[src/rtl/alf_pkg.sv]
// Shared constants and types of the lagged Fibonacci generator.
package alf_pkg;

   localparam int LONG_LAG  = 31;
   localparam int SHORT_LAG = 3;
   localparam int ADDR_W    = 5;
   localparam int WORD_W    = 32;
   localparam int MULT_W    = 15;
   localparam int PROD_W    = WORD_W + MULT_W;
   localparam int WARM_FIRST = 34;

   localparam logic [MULT_W-1:0] MULT          = 15'd16807;
   localparam logic [ADDR_W-1:0] LAST_SLOT     = ADDR_W'(LONG_LAG - 1);
   localparam logic [ADDR_W-1:0] WARM_START    = ADDR_W'(WARM_FIRST % LONG_LAG);

   // Control from the reseed sequencer to the ring datapath.
   typedef struct packed {
      logic              busy;
      logic              wr_en;
      logic [ADDR_W-1:0] wr_addr;
      logic [WORD_W-1:0] wr_data;
      logic              step;
      logic              wp_load;
   } alf_ctrl_type;

endpackage

[src/rtl/alf_ram.sv]
// Generic RAM with one write port and two registered read ports.
module alf_ram #(
   parameter int WIDTH = 32,
   parameter int DEPTH = 31
) (
   input  logic                     clock,
   input  logic                     wr_en,
   input  logic [$clog2(DEPTH)-1:0] wr_addr,
   input  logic [WIDTH-1:0]         wr_data,
   input  logic                     rd_en,
   input  logic [$clog2(DEPTH)-1:0] rd_addr_a,
   input  logic [$clog2(DEPTH)-1:0] rd_addr_b,
   output logic [WIDTH-1:0]         rd_data_a,
   output logic [WIDTH-1:0]         rd_data_b
);

   logic [WIDTH-1:0] mem [DEPTH];

   always_ff @(posedge clock) begin
      if (wr_en) begin
         mem[wr_addr] <= wr_data;
      end
      if (rd_en) begin
         rd_data_a <= mem[rd_addr_a];
         rd_data_b <= mem[rd_addr_b];
      end
   end

endmodule

[src/rtl/alf_seq.sv]
// Reseed sequencer: fills the ring from the seed and runs the warm-up steps.
module alf_seq #(
   parameter int WARMUP_END = 344
) (
   input  logic                       clock,
   input  logic                       reset,
   input  logic                       start,
   input  logic [alf_pkg::WORD_W-1:0] seed,
   output alf_pkg::alf_ctrl_type      ctrl
);
   import alf_pkg::*;

   localparam int WARM_STEPS = WARMUP_END - WARM_FIRST;
   localparam int CNT_W      = $clog2(WARMUP_END + 1);

   localparam logic [2:0] ST_IDLE = 3'd0;
   localparam logic [2:0] ST_SEED = 3'd1;
   localparam logic [2:0] ST_MUL  = 3'd2;
   localparam logic [2:0] ST_FOLD = 3'd3;
   localparam logic [2:0] ST_WARM = 3'd4;

   logic [2:0]        state_ff, state_in;
   logic [ADDR_W-1:0] idx_ff, idx_in;
   logic [CNT_W-1:0]  cnt_ff, cnt_in;
   logic [WORD_W-1:0] prev_ff, prev_in;
   logic [PROD_W-1:0] prod_ff, prod_in;
   logic [WORD_W-1:0] fold_val;

   // Two-fold sum of base 2^31 digits, kept as is: a nonzero multiple of
   // 2^31-1 folds to 0x7fffffff.
   function automatic logic [WORD_W-1:0] fold31(input logic [PROD_W-1:0] p);
      logic [WORD_W-1:0] m;
      m = WORD_W'(p[PROD_W-1:31]) + {1'b0, p[30:0]};
      if (m[31]) begin
         m = 32'd1 + {1'b0, m[30:0]};
      end
      return m;
   endfunction

   assign fold_val = fold31(prod_ff);

   always_comb begin
      state_in = state_ff;
      idx_in   = idx_ff;
      cnt_in   = cnt_ff;
      prev_in  = prev_ff;
      prod_in  = prod_ff;
      ctrl         = '0;
      ctrl.busy    = (state_ff != ST_IDLE);
      ctrl.wr_addr = idx_ff;
      ctrl.wr_data = prev_ff;
      case (state_ff)
         ST_IDLE: begin
            if (start) begin
               prev_in  = seed;
               idx_in   = '0;
               state_in = ST_SEED;
            end
         end
         ST_SEED: begin
            ctrl.wr_en = 1'b1;
            state_in   = ST_MUL;
         end
         ST_MUL: begin
            prod_in  = PROD_W'(prev_ff) * PROD_W'(MULT);
            idx_in   = idx_ff + ADDR_W'(1);
            state_in = ST_FOLD;
         end
         ST_FOLD: begin
            ctrl.wr_en   = 1'b1;
            ctrl.wr_data = fold_val;
            prev_in      = fold_val;
            if (idx_ff == LAST_SLOT) begin
               ctrl.wp_load = 1'b1;
               cnt_in       = CNT_W'(WARM_STEPS);
               state_in     = (WARM_STEPS == 0) ? ST_IDLE : ST_WARM;
            end else begin
               state_in = ST_MUL;
            end
         end
         ST_WARM: begin
            ctrl.step = 1'b1;
            cnt_in    = cnt_ff - CNT_W'(1);
            if (cnt_ff == CNT_W'(1)) begin
               state_in = ST_IDLE;
            end
         end
         default: begin
            state_in = ST_IDLE;
         end
      endcase
   end

   always_ff @(posedge clock) begin
      if (reset) begin
         state_ff <= ST_IDLE;
         idx_ff   <= '0;
         cnt_ff   <= '0;
      end else begin
         state_ff <= state_in;
         idx_ff   <= idx_in;
         cnt_ff   <= cnt_in;
      end
      prev_ff <= prev_in;
      prod_ff <= prod_in;
   end

endmodule

[src/rtl/additive_lagged_fibonacci_prng_unit.sv]
// Top level of the additive lagged Fibonacci generator, lags 31 and 3.
// A draw passes the stage-one read register, then the result register behind rsp_tvalid; draws
// sustain one per cycle while rsp_tready is high. A reseed keeps req_tready low while the
// sequencer runs: one seed write, a multiply and a fold per derived word, then one warm-up step per cycle.
// Reset is synchronous: the ring reads as zero through per-word valid bits, no clearing pass.
// The ring is a 31-word RAM with two read ports; a draw reads both lags and writes the sum from stage one.
module additive_lagged_fibonacci_prng_unit #(
   parameter int WARMUP_END = 344
) (
   input  logic        clock,
   input  logic        reset,
   input  logic        req_tvalid,
   output logic        req_tready,
   input  logic [31:0] req_tdata,   // seed[31:0]
   input  logic        req_tuser,   // action[0]: 0 reseed, 1 draw
   output logic        rsp_tvalid,
   input  logic        rsp_tready,
   output logic [31:0] rsp_tdata    // value[30:0], zero[31]
);
   import alf_pkg::*;

   alf_ctrl_type      ctrl;
   logic              accept, draw_accept, reseed_accept, issue, out_free, s1_go;
   logic [ADDR_W-1:0] wp_ff, wp_in, back_addr;
   logic [ADDR_W-1:0] s1_slot_ff;
   logic              s1_valid_ff, s1_valid_in, s1_draw_ff;
   logic              va_ff, vb_ff;
   logic [LONG_LAG-1:0] valid_ff, valid_in;
   logic              ram_we;
   logic [ADDR_W-1:0] ram_waddr;
   logic [WORD_W-1:0] ram_wdata, rd_a, rd_b, sum;
   logic              rsp_valid_ff, rsp_valid_in;
   logic [30:0]       rsp_value_ff;

   assign out_free      = !rsp_valid_ff || rsp_tready;
   assign s1_go         = s1_valid_ff && (!s1_draw_ff || out_free);
   assign req_tready    = !ctrl.busy && (!s1_valid_ff || out_free);
   assign accept        = req_tvalid && req_tready;
   assign draw_accept   = accept && req_tuser;
   assign reseed_accept = accept && !req_tuser;
   assign issue         = draw_accept || ctrl.step;

   assign back_addr = (wp_ff >= ADDR_W'(SHORT_LAG)) ? wp_ff - ADDR_W'(SHORT_LAG)
                                                   : wp_ff + ADDR_W'(LONG_LAG - SHORT_LAG);

   alf_seq #(
      .WARMUP_END (WARMUP_END)
   ) u_seq (
      .clock (clock),
      .reset (reset),
      .start (reseed_accept),
      .seed  (req_tdata),
      .ctrl  (ctrl)
   );

   // Entries never written since reset read as zero.
   assign sum = (va_ff ? rd_a : '0) + (vb_ff ? rd_b : '0);

   // The sequencer fills only while no step is in flight, so the ports never clash.
   assign ram_we    = s1_go || ctrl.wr_en;
   assign ram_waddr = s1_go ? s1_slot_ff : ctrl.wr_addr;
   assign ram_wdata = s1_go ? sum : ctrl.wr_data;

   alf_ram #(
      .WIDTH (WORD_W),
      .DEPTH (LONG_LAG)
   ) u_ring (
      .clock     (clock),
      .wr_en     (ram_we),
      .wr_addr   (ram_waddr),
      .wr_data   (ram_wdata),
      .rd_en     (issue),
      .rd_addr_a (wp_ff),
      .rd_addr_b (back_addr),
      .rd_data_a (rd_a),
      .rd_data_b (rd_b)
   );

   always_comb begin
      wp_in = wp_ff;
      if (ctrl.wp_load) begin
         wp_in = WARM_START;
      end else if (issue) begin
         wp_in = (wp_ff == LAST_SLOT) ? '0 : wp_ff + ADDR_W'(1);
      end
      valid_in = valid_ff;
      for (int i = 0; i < LONG_LAG; i++) begin
         if (ram_we && (ram_waddr == ADDR_W'(i))) begin
            valid_in[i] = 1'b1;
         end
      end
      s1_valid_in = issue ? 1'b1 : (s1_go ? 1'b0 : s1_valid_ff);
      rsp_valid_in = (s1_go && s1_draw_ff) ? 1'b1 : (rsp_tready ? 1'b0 : rsp_valid_ff);
   end

   always_ff @(posedge clock) begin
      if (reset) begin
         wp_ff        <= '0;
         valid_ff     <= '0;
         s1_valid_ff  <= 1'b0;
         rsp_valid_ff <= 1'b0;
      end else begin
         wp_ff        <= wp_in;
         valid_ff     <= valid_in;
         s1_valid_ff  <= s1_valid_in;
         rsp_valid_ff <= rsp_valid_in;
      end
      if (issue) begin
         s1_slot_ff <= wp_ff;
         s1_draw_ff <= draw_accept;
         va_ff      <= valid_ff[wp_ff];
         vb_ff      <= valid_ff[back_addr];
      end
      if (s1_go && s1_draw_ff) begin
         rsp_value_ff <= sum[31:1];
      end
   end

   assign rsp_tvalid = rsp_valid_ff;
   assign rsp_tdata  = {1'b0, rsp_value_ff};

endmodule

[config.mk]
export PLATFORM = sky130hd
export DESIGN_NAME = additive_lagged_fibonacci_prng_unit
export DESIGN_NICKNAME = d
export VERILOG_FILES = /design/src/rtl/alf_pkg.sv /design/src/rtl/alf_ram.sv /design/src/rtl/alf_seq.sv /design/src/rtl/additive_lagged_fibonacci_prng_unit.sv
export SDC_FILE = /design/constraint.sdc
export NUM_CORES = 2
export LEC_CHECK = 0
export BUFFER_PORTS_ARGS = -buffer_cell sky130_fd_sc_hd__buf_2
export CAP_MARGIN = 25
export CORE_MARGIN = 1.5
export CORE_UTILIZATION = 45
export DETAILED_ROUTE_END_ITERATION = 6
export GPL_TIMING_DRIVEN = 1
export SETUP_SLACK_MARGIN = 0.15
export SLEW_MARGIN = 20
export SYNTH_ARGS = -nofsm -noshare
export SYNTH_HDL_FRONTEND = slang
export SYNTH_SLANG_ARGS = --single-unit
[constraint.sdc]
create_clock -name clock -period 13.1 [get_ports clock]
set_input_delay 0.655 -clock clock [delete_from_list [all_inputs] [get_ports clock]]
set_output_delay 0.655 -clock clock [all_outputs]
set_load 0.03 [all_outputs]
## Word level (Yosys, flattened, before mapping)

Memories as Yosys holds them, arrays and structs flattened. A register that Yosys moved wholly into a read port is not among the register bits.
Index checks and enable logic that the tools add are counted.
Widths: inputs -> output; s select.

- Add/subtract/negate cells: 8
- $mul: 1
- Div/mod/pow operators: 0
- $lt $le $gt $ge: 3
- Eq/ne operators: 40
- Shift-type cells: 0
- Multiplexer cells: 34
- Bitwise gates (word level): 0
- Reduce and logical (&&, ||, !) cells: 62

Operators by type and width:

| operator | number |
|---|---|
| $mux 32 | 6 |
| $eq 5x5->1 const B | 17 |
| $pmux 32 s2 | 1 |
| $mul 32x15->47 const B | 1 |
| $eq 5x4->1 const B | 8 |
| $logic_and 1x1->1 | 37 |
| $add 1x31->32 const A | 1 |
| $add 16x31->32 | 1 |
| $add 32x32->32 | 1 |
| $eq 5x3->1 const B | 4 |
| $mux 5 | 4 |
| $pmux 9 s2 | 1 |
| $pmux 3 s5 | 1 |
| $lt 5x6->1 const B | 2 |
| $mux 1 | 12 |
| $reduce_bool 2->1 | 6 |
| $add 5x1->5 const B | 2 |
| $bmux 1 s5 | 2 |
| $eq 5x2->1 const B | 2 |
| $pmux 5 s2 | 1 |
| $eq 9x1->1 const B | 1 |
| $mux 3 | 3 |
| $mux 9 | 1 |
| $sub 9x1->9 const B | 1 |
| 17 further kinds | 32 |

- Register bits after elaboration: 173
- Bits in latches: 0
- RAM bits: 992
- ROM bits: 0
- Input bits: 37
- Output and inout port bits: 34
- Memories: 1

Memory list:

| name | words | width | read ports | clocked after Yosys merged registers in | write ports | line | RTL |
|---|---|---|---|---|---|---|---|
| u_ring.mem | 31 | 32 | 2 | 2 | 1 | alf_ram.sv:17 | `logic [WIDTH-1:0] mem [DEPTH];` |

## Logic depth before layout (Yosys ltp)

- Depth after elaboration: 9
- Depth in mapped cells: 23
- Depth with buffers taken out: 22

## Modules after synthesis

A second synthesis with hierarchy kept.

- Cell total of the unflattened synthesis: 4705
- Area, all modules: 67528.5 sq um

By module, submodules not included:

| module | times used | cells each | area each (sq um) | seq. area each (sq um) |
|---|---|---|---|---|
| alf_ram | 1 | 2598 | 48152.4 | 31710.4 |
| alf_seq | 1 | 1458 | 13633.1 | 2712.6 |
| additive_lagged_fibonacci_prng_unit | 1 | 649 | 5743.0 | 1931.9 |

## Worst setup path before layout

Ideal clock, no wire load.

- Kind: register to register
- Start: register u_seq.prev_ff[17]
- End: register u_seq.prod_ff[45] (data pin)
- Library setup time: 0.273 ns
- Arrival time: 5.677 ns
- Required time: 12.827 ns
- Setup slack: 7.151 ns
- Cell stages (with the launch flop): 23
- Path buffers: 0
- Clock period less this slack: 5.949 ns
- Path through: edfxtp_1 inv_1 fa_1 inv_1 ha_1 inv_1 fa_1 inv_1 fa_1 fa_1 inv_1 fa_1 inv_1 ha_1 a21o_1 a21o_1 a221oi_1 o221ai_1 o31ai_1 nor2_1 o41ai_2 mux2i_1 o2111ai_1

- Word-level cells in the longest chain between the ends: 1

RTL lines:

| what | line | RTL |
|---|---|---|
| start, declared | alf_seq.sv:25 | `logic [WORD_W-1:0] prev_ff, prev_in;` |
| start signal, assigned | alf_seq.sv:104 | `prev_ff <= prev_in;` |
| $mul 32x15->47 | alf_seq.sv:65 | `prod_in = PROD_W'(prev_ff) * PROD_W'(MULT);` |
| end signal, assigned | alf_seq.sv:105 | `prod_ff <= prod_in;` |
| end, declared | alf_seq.sv:26 | `logic [PROD_W-1:0] prod_ff, prod_in;` |

Every way passes these cells.
A chain may end at the register's enable or synchronous reset.

## Final worst setup path

Same ends and word-level chain as after synthesis.

==> results.json <==
{
  "critical_path_class": "flip-flop to flip-flop",
  "floorplan.die_area_um2": 153000,
  "cts_resized": 0,
  "clock_sink_count": 1229,
  "synthesis.nets": 6059,
  "finalWorstPathRequiredPeriod_ns": 6.89,
  "dpl.cell_count": 7470,
  "power_leakage_nw": 27.3,
  "pin_count": 71,
  "drtPass1Iterations": 7,
  "clock_skew_ns": 0.0280,
  "gr-usage-all-layers": 0.277,
  "worst_tran_pin_value_ns": 1.14,
  "drt-vias-per-instance": 6.16,
  "grt_max_degree": 169,
  "startpoint_type": "flip-flop",
  "clock_path_buffers": 3,
  "die_height_um": 391,
  "synth.largest_area_cell": "edfxtp_1",
  "routed_wl_um": 212000,
  "grt_antenna_before_repair": 2,
  "first_pass_grt_wire_length_um": 309000,
  "post_synthesis_simple_gate_area_fraction": 0.133,
  "flow.area_growth_from_synthesis_pct": 10.7,
  "fmaxAchievable_mhz": 145,
  "synth_area_um2": 67700,
  "postCtsHoldBufs": 0,
  "drc": 0,
  "fin_setup_tns_ns": 0,
  "worst_skew_pair_latency_ns": 0.78,
  "synth_flop_cell": "edfxtp_1",
  "dp.final_hpwl_um": 123000,
  "hold_path.class": "primary input to flip-flop",
  "detailedRoute.firstIterationViolations": 6356,
  "synth_compound_area_frac": 0.0835,
  "final_min_period_over_clock_period": 0.526,
  "grt_pass1_vias": 45800,
  "post-cts-setup-buffers": 0,
  "final_antenna_net_count": 0,
  "fin_cells": 7718,
  "routed_wire_per_std_cell_um": 27.5,
  "clock_root_buffer": "clkbuf_16",
  "synth.yosys.warnings": 0,
  "power_density_nw_per_um2": 177,
  "dominant_combinational_cell_family_by_area_after_synthesis": "simple AND/OR/NAND/NOR gates",
  "worst-endpoint-required_ns": 13.60,
  "placeableCoreArea_um2": 150000,
  "chipWidth_um": 391,
  "report.final.slew_viol_count": 0,
  "cell_types_with_the_largest_area_share_after_synthesis": "edfxtp_1, mux4_2, nand2_1",
  "numCtsBuffers": 136,
  "syn_area_per_cell_um2": 12.0,
  "seq_area_frac_synth": 0.537,
  "routed-via-count": 47500,
  "crit_path_max_fanout": 6,
  "fillerInstances": 12900,
  "finalNetCount": 6021,
  "postSynthCellCount": 5634,
  "clk_pin_slew_ns": 0.06,
  "final_layout_size_suffix_gt1_frac": 0.132,
  "synth-adder-area-share": 0.0872,
  "endpoint_kind": "flip-flop",
  "h-tree-depth": 4,
  "synth_edf_count": 1174,
  "globalplace.congestion": 0.949,
  "synthesis_stage_register_bit_count": 1229,
  "fraction_of_post_synthesis_cell_area_in_the_top_cell_type_by_area": 0.521,
  "grt_setup_unrepaired": "false",
  "final-hold-violation-count": 0,
  "floorplan.initialDensity": 0.453,
  "synth-xor-area-share": 0.0140,
  "vdd_ir_drop_max_mv": 0.148,
  "synth_cell_types": 83,
  "finalSetupViolCount": 0,
  "worst_ep_arrival_time_ns": 7.39,
  "outcome": "finished clean",
  "cts_tree": "yes",
  "post_synth_mux_area_share": 0.105,
  "slew_headroom": 0.232,
  "place.port_buffers": 69,
  "cap_violations": 0,
  "postSynth.asyncResetShare": 0,
  "floorplan.rows": 142,
  "global_route.overflow_total": 0
}
-- critical path, stage by stage, from the launching register on --
cell,delay [ns]
edfxtp_1,0.46
inv_1,0.17
fa_1,0.56
inv_1,0.04
ha_1,0.26
inv_1,0.05
fa_1,0.50
inv_1,0.06
fa_1,0.45
fa_1,0.51
inv_1,0.05
fa_1,0.47
inv_1,0.04
ha_1,0.35
a21o_1,0.21
a21o_1,0.17
a221oi_1,0.43
o221ai_1,0.27
o31ai_1,0.59
nor2_1,0.23
o41ai_2,0.38
mux2i_1,0.23
o2111ai_1,0.13
-- registers in the layout (all words and copies together), names as in the netlist, 3 cells and up --
signal,flops
u_ring.mem,992
u_seq.state_ff,3
u_ring.rd_data_a,32
wp_ff,5
s1_slot_ff,5
u_seq.idx_ff,5
u_seq.cnt_ff,9
rsp_value_ff,31
u_seq.prod_ff,47
u_seq.prev_ff,32
u_ring.rd_data_b,32
valid_ff,31
-- logic make-up (layout without fill, tap and decap cells) --
logic type,count (synthesis),count (layout)
and+or+nand+nor,2097,2097
DFF,1229,1229
AOI/OAI and AO/OA,793,793
buffers and inverters,678,744
adders and majority gates,388,388
muxes,340,340
xor gates and xnor gates,108,108
other,1,3
-- routing by layer --
layer	up-vias	global-route usage	share of wire
li1	20700	-	-
met1	23800	0.381	0.41
met2	2541	0.435	0.46
met3	477	0.0458	0.091
met4	0	0.118	0.044
met5	-	0	0
-- cell usage in the layout, fill, tap and decap left out, types with 51 or more instances in the layout --
| cell | synthesis | layout |
|---|---|---|
| nand2_1 | 1241 | 1241 |
| edfxtp_1 | 1174 | 1174 |
| inv_1 | 324 | 322 |
| nand3_1 | 300 | 300 |
| mux4_2 | 297 | 297 |
| ha_1 | 248 | 248 |
| nor2_1 | 257 | 226 |
| a311oi_1 | 198 | 198 |
| clkbuf_16 | 0 | 141 |
| fa_1 | 140 | 140 |
| a21oi_1 | 133 | 131 |
| and3_1 | 112 | 112 |
| o21ai_0 | 96 | 90 |
| buf_4 | 7 | 88 |
| a21o_1 | 87 | 85 |
| a31oi_1 | 88 | 83 |
| and2_1 | 75 | 73 |
| xnor2_1 | 70 | 69 |
| buf_2 | 108 | 69 |
| a211oi_1 | 56 | 56 |
| dfxtp_1 | 55 | 51 |
-- metrics by stage --
| stage | cell area [um^2] | power (mW) | setup slack [ns] | utilization | hold slack [ns] |
|---|---|---|---|---|---|
| final | 74900 | 13.2 | 6.21 | 0.501 | 0.168 |
| after global routing | 74900 | 14.0 | 5.91 | 0.501 | 0.137 |
| after CTS | 74900 | 13.3 | 6.23 | 0.500 | 0.111 |
| after detailed placement | 70500 | 9.41 | 6.26 | 0.471 | 0.486 |
| after global placement | 70400 | 9.41 | 6.30 | 0.470 | 0.474 |
| after floorplan | 67700 | 8.16 | 7.15 | - | 0.403 |
-- worst paths after layout --
check,from,endpoint,slack (ns),cells past startpoint
setup / recovery,u_seq.prev_ff[17]$_DFFE_PP_,u_seq.prod_ff[45]$_DFFE_PP_,6.21,22
hold reg to reg,valid_ff[27]$_SDFFE_PP0P_,valid_ff[27]$_SDFFE_PP0P_,0.50,2
setup reg to reg,u_seq.prev_ff[17]$_DFFE_PP_,u_seq.prod_ff[45]$_DFFE_PP_,6.21,22
hold / removal,req_tdata[4],u_seq.prev_ff[4]$_DFFE_PP_,0.17,3
-- report_power, final --
part	leakage (nW)	switching, mW	internal, mW
clock	2.15	1.59	2.25
combinational	14.1	2.83	1.79
sequential	11.1	0.131	4.65
total	27.3	4.56	8.68
-- cell usage after synthesis, types with 38 or more instances --
cell,count
dfxtp_1,55
nand2_1,1241
o21ai_0,96
a31oi_1,88
xnor2_1,70
fa_1,140
and2_1,75
mux2i_1,42
xor2_1,38
mux4_2,297
nor2_1,257
a21o_1,87
inv_1,324
edfxtp_1,1174
clkbuf_1,195
buf_2,108
a211oi_1,56
ha_1,248
nand3_1,300
and3_1,112
a21oi_1,133
a311oi_1,198
-- cell type report --
class,count,area (um^2),share of cell area
repair buffers,175,1300,0.0174
clock inverters,77,776,0.0104
inverters,327,1230,0.0165
well taps,2016,2520,0.0337
clock buffers,165,3630,0.0484
diodes,2,5.00,0.0000668
multi-input cells,3727,29100,0.388
flip-flops and latches,1229,36400,0.485
Note: power is estimated with default switching activity, not from simulation.
